===== config.mk =====
export PLATFORM = sky130hd
export DESIGN_NAME = streaming_topk_selector
export DESIGN_NICKNAME = d
export VERILOG_FILES = /design/src/rtl/stk_pkg.sv /design/src/rtl/streaming_topk_selector.sv
export VERILOG_INCLUDE_DIRS = /design/src /design/src/rtl
export SDC_FILE = /design/constraint.sdc
export NUM_CORES = 1
export LEC_CHECK = 0
export BUFFER_PORTS_ARGS = -buffer_cell sky130_fd_sc_hd__buf_2
export CAP_MARGIN = 20
export CORE_AREA = 3 3 323 325
export DETAILED_ROUTE_END_ITERATION = 10
export DIE_AREA = 0 0 326 328
export HOLD_SLACK_MARGIN = 0.1
export SYNTH_ARGS = -nofsm -noshare
export SYNTH_HDL_FRONTEND = slang
export SYNTH_SLANG_ARGS = --single-unit

===== constraint.sdc =====
create_clock -name clock -period 8.02 [get_ports clock]
set_clock_uncertainty 0.1 [all_clocks]
set_input_delay 1.604 -clock clock [delete_from_list [all_inputs] [get_ports clock]]
set_output_delay 1.604 -clock clock [all_outputs]
set_load 0.005 [all_outputs]

===== src/rtl/streaming_topk_selector_defines.svh =====
// assertion macros for the streaming top-k selector
`ifndef STREAMING_TOPK_SELECTOR_DEFINES_SVH
`define STREAMING_TOPK_SELECTOR_DEFINES_SVH

// same-cycle implication, checked on every rising clock edge out of reset
`define STK_ASSERT_NOW(label, ante, cons, msg) \
   label: assert property (@(posedge clock) disable iff (reset) (ante) |-> (cons)) \
      else $error(msg);

// next-cycle implication, checked on every rising clock edge out of reset
`define STK_ASSERT_NEXT(label, ante, cons, msg) \
   label: assert property (@(posedge clock) disable iff (reset) (ante) |=> (cons)) \
      else $error(msg);

`endif


===== src/rtl/stk_pkg.sv =====
// package: sizes, register map and payload types of the streaming top-k selector
`timescale 1ns / 1ps

package stk_pkg;

   localparam int MAX_KEEP   = 8;
   localparam int MAX_ITEMS  = 256;

   localparam int SCORE_W    = 32;
   localparam int INDEX_W    = 8;
   localparam int KEEP_CFG_W = 4;
   localparam int CNT_W      = $clog2(MAX_ITEMS + 1);
   localparam int REM_W      = $clog2(MAX_KEEP + 1);

   localparam int CSR_DATA_W = 32;
   localparam int CSR_ADDR_W = 3;
   localparam int CSR_IDX_W  = CSR_ADDR_W - 2;

   localparam logic [CSR_IDX_W-1:0]  REG_KEEP_COUNT = '0;
   localparam logic [KEEP_CFG_W-1:0] KEEP_RESET     = 4'd4;

   typedef struct packed {
      logic signed [SCORE_W-1:0] score;
      logic                      last_item;
   } req_type;

   typedef struct packed {
      logic [INDEX_W-1:0]        rank_index;
      logic signed [SCORE_W-1:0] rank_score;
      logic                      rank_empty;
      logic                      set_overflow;
      logic                      last_rank;
   } rsp_type;

endpackage


===== src/rtl/streaming_topk_selector.sv =====
// streaming top-k selector: sorted insertion list, result buffer and csr port
// latency: a request marked last shows its first rank in the cycle after acceptance,
//   then one rank per unstalled cycle, keep_count ranks in all (0 counts as 1, above 8 as 8)
// throughput: one request per cycle; a last-marked request waits while an earlier set's
//   ranks are in the result buffer, unless only the final one is left and leaves that cycle
// reset (synchronous): clears the list, item count and overflow flag; keep_count reads 4
`timescale 1ns / 1ps
`include "streaming_topk_selector_defines.svh"

module streaming_topk_selector
   import stk_pkg::*;
(
   input  logic                  clock,
   input  logic                  reset,

   input  logic                  req_valid,
   output logic                  req_stall,
   input  req_type               req_data,

   output logic                  rsp_valid,
   input  logic                  rsp_stall,
   output rsp_type               rsp_data,

   input  logic                  csr_psel,
   input  logic                  csr_penable,
   input  logic                  csr_pwrite,
   input  logic [CSR_ADDR_W-1:0] csr_paddr,
   input  logic [CSR_DATA_W-1:0] csr_pwdata,
   output logic [CSR_DATA_W-1:0] csr_prdata,
   output logic                  csr_pready
);

   // held sorted list
   logic signed [SCORE_W-1:0] held_score_ff [MAX_KEEP];
   logic signed [SCORE_W-1:0] held_score_in [MAX_KEEP];
   logic [INDEX_W-1:0]        held_index_ff [MAX_KEEP];
   logic [INDEX_W-1:0]        held_index_in [MAX_KEEP];
   logic [MAX_KEEP-1:0]       held_full_ff;
   logic [MAX_KEEP-1:0]       held_full_in;

   // list after this request's insertion
   logic signed [SCORE_W-1:0] list_score [MAX_KEEP];
   logic [INDEX_W-1:0]        list_index [MAX_KEEP];
   logic [MAX_KEEP-1:0]       list_full;

   logic [CNT_W-1:0]          item_cnt_ff, item_cnt_in;
   logic                      overflow_ff, overflow_in;

   // result buffer, rank 0 at the head
   logic signed [SCORE_W-1:0] snap_score_ff [MAX_KEEP];
   logic signed [SCORE_W-1:0] snap_score_in [MAX_KEEP];
   logic [INDEX_W-1:0]        snap_index_ff [MAX_KEEP];
   logic [INDEX_W-1:0]        snap_index_in [MAX_KEEP];
   logic [MAX_KEEP-1:0]       snap_full_ff, snap_full_in;
   logic                      snap_ovf_ff, snap_ovf_in;
   logic [REM_W-1:0]          rem_ff, rem_in;

   logic [KEEP_CFG_W-1:0]     keep_count_ff, keep_count_in;
   logic [REM_W-1:0]          keep_eff;

   logic                      req_acc, rsp_acc, ins_en, set_end;
   logic [MAX_KEEP-1:0]       ge, hit;
   logic                      csr_wr;
   logic                      held_gap;

   assign req_acc = req_valid && !req_stall;
   assign rsp_acc = rsp_valid && !rsp_stall;
   assign set_end = req_acc && req_data.last_item;
   assign ins_en  = req_acc && (item_cnt_ff < CNT_W'(MAX_ITEMS));

   // a new set may load once only the final rank of the previous one is left and leaves now
   assign req_stall = req_data.last_item && (rem_ff != '0)
                      && !((rem_ff == REM_W'(1)) && !rsp_stall);

   assign csr_wr     = csr_psel && csr_penable && csr_pwrite && csr_pready
                       && (csr_paddr[CSR_ADDR_W-1:2] == REG_KEEP_COUNT);
   assign csr_pready = 1'b1;
   assign csr_prdata = (csr_paddr[CSR_ADDR_W-1:2] == REG_KEEP_COUNT)
                       ? CSR_DATA_W'(keep_count_ff) : '0;

   always_comb begin
      if (keep_count_ff == '0) begin
         keep_eff = REM_W'(1);
      end else if (32'(keep_count_ff) > MAX_KEEP) begin
         keep_eff = REM_W'(MAX_KEEP);
      end else begin
         keep_eff = REM_W'(keep_count_ff);
      end
   end

   // insertion: first slot that is empty or strictly beaten takes the score
   always_comb begin
      for (int j = 0; j < MAX_KEEP; j++) begin
         ge[j] = ins_en && (!held_full_ff[j] || (req_data.score > held_score_ff[j]));
      end
      hit[0] = ge[0];
      for (int j = 1; j < MAX_KEEP; j++) begin
         hit[j] = hit[j-1] | ge[j];
      end

      list_score[0] = hit[0] ? req_data.score : held_score_ff[0];
      list_index[0] = hit[0] ? INDEX_W'(item_cnt_ff) : held_index_ff[0];
      list_full[0]  = hit[0] | held_full_ff[0];
      for (int j = 1; j < MAX_KEEP; j++) begin
         if (hit[j] && !hit[j-1]) begin
            list_score[j] = req_data.score;
            list_index[j] = INDEX_W'(item_cnt_ff);
            list_full[j]  = 1'b1;
         end else if (hit[j]) begin
            list_score[j] = held_score_ff[j-1];
            list_index[j] = held_index_ff[j-1];
            list_full[j]  = held_full_ff[j-1];
         end else begin
            list_score[j] = held_score_ff[j];
            list_index[j] = held_index_ff[j];
            list_full[j]  = held_full_ff[j];
         end
      end
   end

   always_comb begin
      held_score_in = list_score;
      held_index_in = list_index;
      held_full_in  = set_end ? '0 : list_full;

      item_cnt_in = item_cnt_ff;
      overflow_in = overflow_ff;
      if (set_end) begin
         item_cnt_in = '0;
         overflow_in = 1'b0;
      end else if (ins_en) begin
         item_cnt_in = item_cnt_ff + CNT_W'(1);
      end else if (req_acc) begin
         overflow_in = 1'b1;
      end

      snap_score_in = snap_score_ff;
      snap_index_in = snap_index_ff;
      snap_full_in  = snap_full_ff;
      snap_ovf_in   = snap_ovf_ff;
      rem_in        = rem_ff;
      if (set_end) begin
         snap_score_in = list_score;
         snap_index_in = list_index;
         snap_full_in  = list_full;
         snap_ovf_in   = overflow_ff || !ins_en;
         rem_in        = keep_eff;
      end else if (rsp_acc) begin
         for (int j = 0; j < MAX_KEEP - 1; j++) begin
            snap_score_in[j] = snap_score_ff[j+1];
            snap_index_in[j] = snap_index_ff[j+1];
         end
         snap_full_in = snap_full_ff >> 1;
         rem_in       = rem_ff - REM_W'(1);
      end

      keep_count_in = csr_wr ? csr_pwdata[KEEP_CFG_W-1:0] : keep_count_ff;
   end

   always_ff @(posedge clock) begin
      held_score_ff <= held_score_in;
      held_index_ff <= held_index_in;
      snap_score_ff <= snap_score_in;
      snap_index_ff <= snap_index_in;
      snap_full_ff  <= snap_full_in;
      snap_ovf_ff   <= snap_ovf_in;
      if (reset) begin
         held_full_ff  <= '0;
         item_cnt_ff   <= '0;
         overflow_ff   <= 1'b0;
         rem_ff        <= '0;
         keep_count_ff <= KEEP_RESET;
      end else begin
         held_full_ff  <= held_full_in;
         item_cnt_ff   <= item_cnt_in;
         overflow_ff   <= overflow_in;
         rem_ff        <= rem_in;
         keep_count_ff <= keep_count_in;
      end
   end

   assign rsp_valid              = (rem_ff != '0);
   assign rsp_data.rank_index    = snap_full_ff[0] ? snap_index_ff[0] : '0;
   assign rsp_data.rank_score    = snap_full_ff[0] ? snap_score_ff[0] : '0;
   assign rsp_data.rank_empty    = !snap_full_ff[0];
   assign rsp_data.set_overflow  = snap_ovf_ff;
   assign rsp_data.last_rank     = (rem_ff == REM_W'(1));

   // filled slots always sit at the top of the list
   assign held_gap = (((held_full_ff + MAX_KEEP'(1)) & held_full_ff) != '0);

   `STK_ASSERT_NEXT(a_set_end_gives_rank, set_end, rsp_valid, "no rank after end of set")
   `STK_ASSERT_NEXT(a_ranks_continue, rsp_acc && !rsp_data.last_rank, rsp_valid, "ranks cut short")
   `STK_ASSERT_NOW(a_list_packed, 1'b1, !held_gap, "hole in held list")
   `STK_ASSERT_NOW(a_count_bound, 1'b1, item_cnt_ff <= CNT_W'(MAX_ITEMS), "item count past limit")

endmodule


# Yosys cells after proc, flatten, opt, wreduce, memory -nomap -nowiden
# Index checks and enable logic that the tools add are counted.
# totals
ff_bits	675
mem_bits_ro	0
latch_bits	0
output_inout_bits	78
word_cells	178
mem_count	0
input_bits	75
mem_bits_rw	0
# classes
n_mul	0
magnitude_cmp	10
n_bitwise	10
n_shift	0
muxes	57
eq_ne	1
add_sub_neg	2
n_reduce_logical	59
n_div	0
# op_table
cell	n
2-to-1 mux 32 bit	16
2-to-1 mux 224 bit	2
> comparator 32 bit	8
2-to-1 mux 8 bit	18
2-to-1 mux 56 bit	2
logical AND 1 bit	25
logical NOT 1 bit	20
2-to-1 mux 4 bit	5
2-to-1 mux 1 bit	14
adder 9 x 1 -> 9 bit, second input constant	1
logical OR 1 bit	9
less-than comparator 9 bit, second input constant	1
OR 1 bit	8
equality test 4 x 1 -> 1 bit, second input constant	1
> comparator 4 bit, second input constant	1
logical NOT 4 bit	1
nonzero test 4 bit	1
subtractor 4 x 1 -> 4 bit, second input constant	1
NOT 1 bit	2
AND reduction 2 bit	1
nonzero test 2 bit	1
OR reduction 2 bit	1

# Longest topological paths before layout
# Gate-level depths: netlist of the first run.
# logic_depth
depth_word	18
depth_mapped	16
ltp_nobuf	11

# Worst setup path after synthesis of the first run
# No wires, ideal clock.
# synth_path
path_type	input to register
start	input rsp_stall
end	register snap_full_ff[0] (enable)
path_stages	7
arrival_ps	5904
required_ps	7389
path_buffers	1
setup_time_ps	531
path_slack_ps	1486
path_cell_list	nor2b_1 -> o21ai_1 -> nand2_1 -> nand3_1 -> inv_1 -> clkbuf_1 -> or2_2
# synth_between
elab_chain_len	8
word_cells_on_any_way	9
cone_classes	9 x reduce/logical
# synth_rtl
element	line	rtl
start: declaration	streaming_topk_selector.sv:21	input logic rsp_stall,
logical NOT 1 bit *	streaming_topk_selector.sv:67, streaming_topk_selector.sv:73	
logical AND 1 bit	streaming_topk_selector.sv:73	&& !((rem_ff == REM_W'(1)) && !rsp_stall);
logical NOT 1 bit	streaming_topk_selector.sv:73	
logical AND 1 bit	streaming_topk_selector.sv:73	
logical NOT 1 bit	streaming_topk_selector.sv:66	assign req_acc = req_valid && !req_stall;
logical AND 1 bit	streaming_topk_selector.sv:66	
logical AND 1 bit	streaming_topk_selector.sv:68	assign set_end = req_acc && req_data.last_item;
nonzero test 2 bit (no source line) *	--	
end signal: assignment	streaming_topk_selector.sv:165	snap_full_ff <= snap_full_in;
end: declaration	streaming_topk_selector.sv:54	logic [MAX_KEEP-1:0] snap_full_ff, snap_full_in;
# Mark *: on every way between the ends. The rest lies on a longest branch, timed or not.
# A chain may end at the register's enable or synchronous reset.

==> results of run 1 <==
-- per-layer routing --
| metal | track usage, % | vias up | part of all wire (%) |
|---|---|---|---|
| met4 | 5.92 | 12 | 2.8 |
| met5 | 0 | - | 0.087 |
| met3 | 2.61 | 174 | 4.6 |
| met2 | 29.1 | 571 | 46 |
| li1 | - | 12800 | - |
| met1 | 24.0 | 12700 | 46 |
-- synthesized netlist by cell type (41+ instances only) --
master | instances | area (um2)
a22o_1 | 41 | 359
and2_1 | 44 | 275
a21oi_1 | 240 | 1200
mux2_2 | 114 | 1280
a31oi_1 | 76 | 475
nor2_1 | 103 | 387
o21ai_1 | 54 | 270
nor3_1 | 50 | 250
nand2_1 | 361 | 1360
o21ai_0 | 181 | 906
and3_1 | 42 | 263
mux2i_1 | 260 | 2600
nand3_1 | 63 | 315
inv_1 | 269 | 1010
a211o_1 | 42 | 368
nand4_1 | 56 | 350
edfxtp_1 | 329 | 9880
ha_1 | 259 | 3240
buf_2 | 42 | 210
dfxtp_1 | 346 | 6930
clkbuf_1 | 154 | 578
-- final timing paths --
kind / cells past startpoint / from / to
worst max-delay path: 14 / req_data[32] / snap_score_ff[73]
worst min-delay path: 2 / held_score_ff[217] / held_score_ff[217]
worst max register to register: 14 / held_score_ff[255] / snap_score_ff[73]
worst min register to register: 2 / held_score_ff[217] / held_score_ff[217]
-- final cells by class --
cell class              instances  area [um2]
diodes                          3        7.51
clock buffers                 103        2110
clock inverters                40         445
fillers                      9865       61800
inverters                     269        1020
multi-input cells            2357       16900
flip-flops and latches        675       16800
well taps                    1368        1710
repair buffers                150         981
-- cells in the final DEF (no fill, tap or decap), types with 50 or more instances in the layout --
| master | instances |
|---|---|
| nor2_1 | 101 |
| mux2_2 | 114 |
| clkbuf_16 | 79 |
| nor3_1 | 50 |
| o21ai_1 | 53 |
| a21oi_1 | 238 |
| inv_1 | 268 |
| edfxtp_1 | 329 |
| nand2_1 | 361 |
| ha_1 | 259 |
| nand4_1 | 56 |
| nand3_1 | 62 |
| buf_2 | 94 |
| dfxtp_1 | 346 |
| a31oi_1 | 76 |
| o21ai_0 | 181 |
| mux2i_1 | 260 |
-- state kept, by name, indices dropped and copies added (netlist names) --
name,flops
snap_full_ff,8
item_cnt_ff,9
snap_score_ff,256
snap_ovf_ff,1
keep_count_ff,4
held_score_ff,256
snap_index_ff,64
overflow_ff,1
held_index_ff,64
held_full_ff,8
rem_ff,4
-- power groups by stage --
stage	clock network (uW)	logic (uW)	registers [uW]
final	3630	6320	6220
after global routing	3840	7130	6380
after CTS	3720	6350	6220
after detailed placement	0	6310	6270
after global placement	0	6190	6240
after floorplan	0	4640	6080
-- metrics by stage --
stage	utilization [%]	total power, uW	hold WS [ps]
6_report	39.3	16200	366
5_1_grt	39.3	17400	385
4_1_cts	39.3	16300	360
3_5_place_dp	36.8	12600	354
3_3_place_gp	36.8	12400	346
2_1_floorplan	-	10700	328
-- critical path, stage by stage --
cell       delay, ps
buf_2            220
ha_1             500
nand4_1          280
nor4_1           340
buf_4            190
nand4_1          410
or3_1            570
o2111ai_1        240
a21oi_1          340
o2111ai_4        370
buf_4            560
buf_4            390
o21ai_0          130
o21ai_0          200
-- logic make-up (layout without fill, tap and decap cells) --
| group | count (synthesis) | after routing |
|---|---|---|
| compound gates | 883 | 883 |
| xor+xnor | 10 | 10 |
| fa+ha+maj | 259 | 259 |
| buf+inv | 518 | 562 |
| flops | 675 | 675 |
| mux | 391 | 391 |
| other cells | 2 | 32 |
| simple gates | 785 | 785 |
==> qor.csv, run 1 <==
stage;metric;value;unit
sta;fmax;167;MHz
logic_synthesis;synth-async-reset-ratio;0;%
placed_design;post-place-cells;4818;
run;cap_violations;0;
cts;clockBufferDepth;3;
cts;clk_pin_slew;60;ps
pwr;pwr-share-seq;38.4;%
cells_and_area;fin_nets;3865;
sta;hold_viol;0;
floorplan;rows;117;
detailed_routing;viasPerCell;5.30;
detailed_routing;ant_nets;0;
detailed_routing;drt_iter0_markers;1854;
floorplan;initial_utilization;35.0;%
pwr;power.leakage;0.0168;uW
cts;cts_buffers;78;
cts;hold_buffers;0;
floorplan;die_area;0.107;mm2
cells_and_area;area_growth;12.3;%
worst_hold_path;hp-class;flop to flop;
cts;cts_setup_buffers;0;
global_route;grt_util_all_layers;17.7;%
sta;grt_setup_unrepaired;false;
sta;setup_violations;0;
logic_synthesis;synth_fa_ha_area_share;9.10;%
logic_synthesis;ys.flop_type;dfxtp_1;
global_route;grt_remaining_overflow;0;
detailed_routing;wirelength;96.9;mm
placed_design;place_area;0.0374;mm2
floorplan;io_pins;153;
global_route;grt_pass1_wl;150;mm
pwr;ir_drop;0.208;mV
cells_and_area;drive_gt1_share;11.2;%
setup_path;worstSetupPathType;primary input to flop;
outcome;status;complete, no violations;
sta;period_needed;6000;ps
cells_and_area;postLayoutCellArea;0.0400;mm2
pwr;netSwitchingPower;6120;uW
logic_synthesis;syn-cell-area;0.0356;mm2
setup_path;crit_arrival;6380;ps
logic_synthesis;synth_top_family_by_area;compound AO/OA/AOI/OAI gates;
cts;ctsResizeCount;0;
sta;drv_slew;0;
sta;worst-slew-pin-transition;1220;ps
pwr;combinationalPowerShare;39.1;%
logic_synthesis;synth_mux_area_share;11.4;%
setup_path;worstSetupStartpointType;primary input;
cts;clkSinkCount;675;
logic_synthesis;synth_xor_area_share;0.246;%
cells_and_area;layout.cells.non_filler;4965;
logic_synthesis;synth_compound_area_share;15.7;%
detailed_routing;drc;0;
sta;setup_ws;2020;ps
global_route;grt_max_degree;122;
detailed_routing;wl_per_cell;19.5;um
logic_synthesis;synth_edf_count;329;
detailed_routing;first_pass_iters;7;
logic_synthesis;yosys.area_share.simple;10.2;%
setup_path;worstPathRequired;8400;ps
detailed_routing;route.vias.total;26300;
setup_path;reg2reg_slack;2880;ps
global_route;grt_pass1_vias;25900;
placed_design;numPortBuffers;93;
floorplan;die_width;326;um
cts;cts_root_buf;clkbuf_16;
sta;finalCritPeriodShare;74.8;%
setup_path;crit_path_end_kind;flop;
cts;ctsHtreeMaxLevel;3;
pwr;clkPwrFrac;22.5;%
floorplan;die_y;328;um
floorplan;coreArea;0.102;mm2
pwr;switching_share;37.8;%
cts;cts_tree;built;
logic_synthesis;ys_warn_count;0;
placed_design;gp_congestion;0.835;
pwr;p_per_area;404;mW/mm2
logic_synthesis;synth.avg_cell_area;10.1;um2
pwr;p_int;10100;uW
logic_synthesis;yosysSeqAreaShare;47.2;%
logic_synthesis;synth-seq-cells;675;
cts;clock_latency;640;ps
sta;relSlewSlack;17.7;%
setup_path;cp_max_fo;54;
sta;fin_tns_setup;0;ps
placed_design;dp_slack;1480;ps
logic_synthesis;synth.distinct_cells;75;
placed_design;dpl.hpwl;64.2;mm
logic_synthesis;netlist_instances;3523;
global_route;antenna_found_initial;14;
No activity file was read; power rests on OpenSTA's default activity.
==> inputs of run 2 (changes only) <==
==> constraint.sdc (replaced) <==
create_clock -name clock -period 6 [get_ports clock]
set_clock_uncertainty 0.1 [all_clocks]
set_input_delay 1.2 -clock clock [delete_from_list [all_inputs] [get_ports clock]]
set_output_delay 1.2 -clock clock [all_outputs]
set_load 0.005 [all_outputs]
==> run 2 against run 1 <==
- routed wire length up 0.11%
- critical endpoint is now snap_score_ff[72]
- utilization up 0.41 points
- clock power up 29%
- non-clock buffer count up 41
==> qor.csv, run 2 (same netlist as run 1, synthesis figures left out) <==
stage;metric;value;unit;change
pwr;power.leakage;0.0171;uW;+1.4%
sta;period_needed;5000;ps;
detailed_routing;route.vias.total;26500;;+0.84%
cells_and_area;reg_top3;held_score_ff: 256 flops, snap_score_ff: 256 flops;;
detailed_routing;wirelength;97.0;mm;+0.11%
cts;cts_setup_buffers;0;;unchanged
pwr;switching_share;38.1;%;+0.22 points
cts;cts_buffers;76;;-2.6%
global_route;grt_pass1_wl;150;mm;about the same
placed_design;gp_congestion;0.881;;+5.5%
pwr;p_per_area;538;mW/mm2;+33%
setup_path;max_stage_delay;780;ps;+210 ps
global_route;grt_pass1_vias;25700;;-0.55%
sta;fmax;200;MHz;
placed_design;dp_slack;498;ps;-983 ps
setup_path;cp_cell_sequence;buf_2 -> ha_1 -> nand4_1 -> nor4_1 -> nand4_1 -> or3_1 -> o2111ai_1 -> a21oi_1 -> o2111ai_4 -> buf_12 -> buf_12 -> o21ai_0 -> o21ai_0;;
cts;clkSinkCount;675;;unchanged
detailed_routing;first_pass_iters;7;;unchanged
floorplan;initial_utilization;35.0;%;unchanged
cts;clock_latency;630;ps;about the same
floorplan;io_pins;153;;unchanged
cells_and_area;fin_util;39.7;%;+0.41 points
sta;setup_ws;999;ps;-1020 ps
sta;grt_setup_unrepaired;false;;
detailed_routing;drc;0;;unchanged
sta;relSlewSlack;21.0;%;+3.2 points
setup_path;crit_arrival;5360;ps;-1020 ps
setup_path;worstPathRequired;6360;ps;-2040 ps
floorplan;die_y;328;um;unchanged
global_route;antenna_found_initial;13;;-1
setup_path;cp_max_fo;88;;+63%
cells_and_area;mostFrequentLayoutCells;nand2_1, dfxtp_1, edfxtp_1;;
placed_design;numPortBuffers;93;;unchanged
detailed_routing;wl_per_cell;19.4;um;-0.63%
global_route;grt_remaining_overflow;0;;unchanged
pwr;clkPwrFrac;21.6;%;-0.9 points
detailed_routing;drt_iter0_markers;1941;;+4.7%
global_route;grt_max_degree;162;;+33%
cells_and_area;fin_nets;3904;;+1.0%
sta;fin_tns_setup;0;ps;unchanged
cts;clk_pin_slew;60;ps;about the same
floorplan;coreArea;0.102;mm2;unchanged
pwr;pwr-share-seq;38.0;%;-0.4 points
cts;ctsResizeCount;0;;unchanged
sta;setup_violations;0;;unchanged
pwr;ir_drop;0.320;mV;+54%
setup_path;worstSetupStartpointType;primary input;;
setup_path;path_buf_inv;3;;-1
cells_and_area;drive_gt1_share;12.3;%;+1.1 points
worst_hold_path;hp-class;flop to flop;;
run;cap_violations;0;;unchanged
cts;hold_buffers;0;;unchanged
sta;hold_viol;0;;unchanged
pwr;combinationalPowerShare;40.4;%;+1.3 points
setup_path;worstSetupPathType;primary input to flop;;
pwr;netSwitchingPower;8280;uW;+35%
cells_and_area;layout_commonest_cell;nand2_1;;
global_route;grt_util_all_layers;17.7;%;-0.070 points
cts;ctsHtreeMaxLevel;3;;unchanged
placed_design;dpl.hpwl;64.6;mm;+0.61%
floorplan;rows;117;;unchanged
cts;clockBufferDepth;3;;unchanged
detailed_routing;viasPerCell;5.30;;about the same
setup_path;path_delay_family;simple AND/OR/NAND/NOR gates;;
sta;finalCritPeriodShare;83.4;%;
pwr;p_int;13500;uW;+34%
cts;cts_root_buf;clkbuf_16;;
detailed_routing;ant_nets;0;;unchanged
cts;cts_tree;built;;
sta;worst-slew-pin-transition;1180;ps;-47.2 ps
setup_path;crit_path_end_kind;flop;;
sta;drv_slew;0;;unchanged
floorplan;die_area;0.107;mm2;unchanged
floorplan;die_width;326;um;unchanged
outcome;status;complete, no violations;;
cells_and_area;area_growth;13.5;%;
setup_path;critPathSlowestCell;nor4_1;;
-- run 2: changes by cell type in the layout (fill, tap and decap cells not counted), moves of 2 or more --
cell and change:
clkinv_1 -3, inv_6 -3, clkbuf_8 +7, clkinv_8 +2, buf_12 +16, clkbuf_1 -4, clkbuf_16 -2, buf_4 +27
clkinv_2 +5, bufinv_16 -4
-- run 2: worst paths after layout --
| path | from | end | slack [ps] | depth (start not counted) |
|---|---|---|---|---|
| worst min register to register | held_score_ff[199] | held_score_ff[199] | 360 | 2 |
| worst max register to register | held_score_ff[255] | snap_score_ff[72] | 1350 | 13 |
| worst min-delay path | held_score_ff[199] | held_score_ff[199] | 360 | 2 |
| worst max-delay path | req_data[32] | snap_score_ff[72] | 1000 | 13 |
-- run 2: per-stage QoR --
stage          instance area (um2)  cells  hold WS, ps  power (uW)
2_1_floorplan                35700   3550          328       14300
3_3_place_gp                 37900   4860          342       16900
3_5_place_dp                 37900   4860          353       17100
4_1_cts                      40400   5000          365       21900
5_1_grt                      40400   5000          395       23300
6_report                     40400   5002          362       21800
-- run 2: worst register-to-register path, stage by stage (launching register included) --
cell	delay, ps
dfxtp_1	360
inv_1	90
ha_1	440
nand4_1	270
nor4_1	780
nand4_1	260
or3_1	420
o2111ai_1	200
a21oi_1	200
o2111ai_4	340
buf_12	370
buf_12	330
o21ai_0	120
o21ai_0	210
-- run 2: cell type report --
class | instances | area (um2)
antenna | 2 | 5.00
clock buffer | 104 | 2140
clock inverter | 36 | 340
fill | 9939 | 61300
inverter | 269 | 1020
multi-input combinational | 2357 | 16900
sequential | 675 | 16800
tap | 1368 | 1710
timing repair buffer | 191 | 1490
-- run 2: layer usage --
metal	vias to the layer above	routed length, um	global-route usage (%)
met2	649	43600	28.3
li1	12900	-	-
met3	166	4930	3.00
met4	14	2490	4.91
met5	-	96	0
met1	12800	45900	24.6
-- run 2: power by group through the flow --
stage | sequential [uW] | clock [uW] | combinational (uW)
global route | 8510 | 4980 | 9840
finish | 8270 | 4690 | 8790
global placement | 8310 | 0 | 8630
detailed placement | 8360 | 0 | 8760
CTS | 8280 | 4820 | 8830
floorplan | 8070 | 0 | 6200
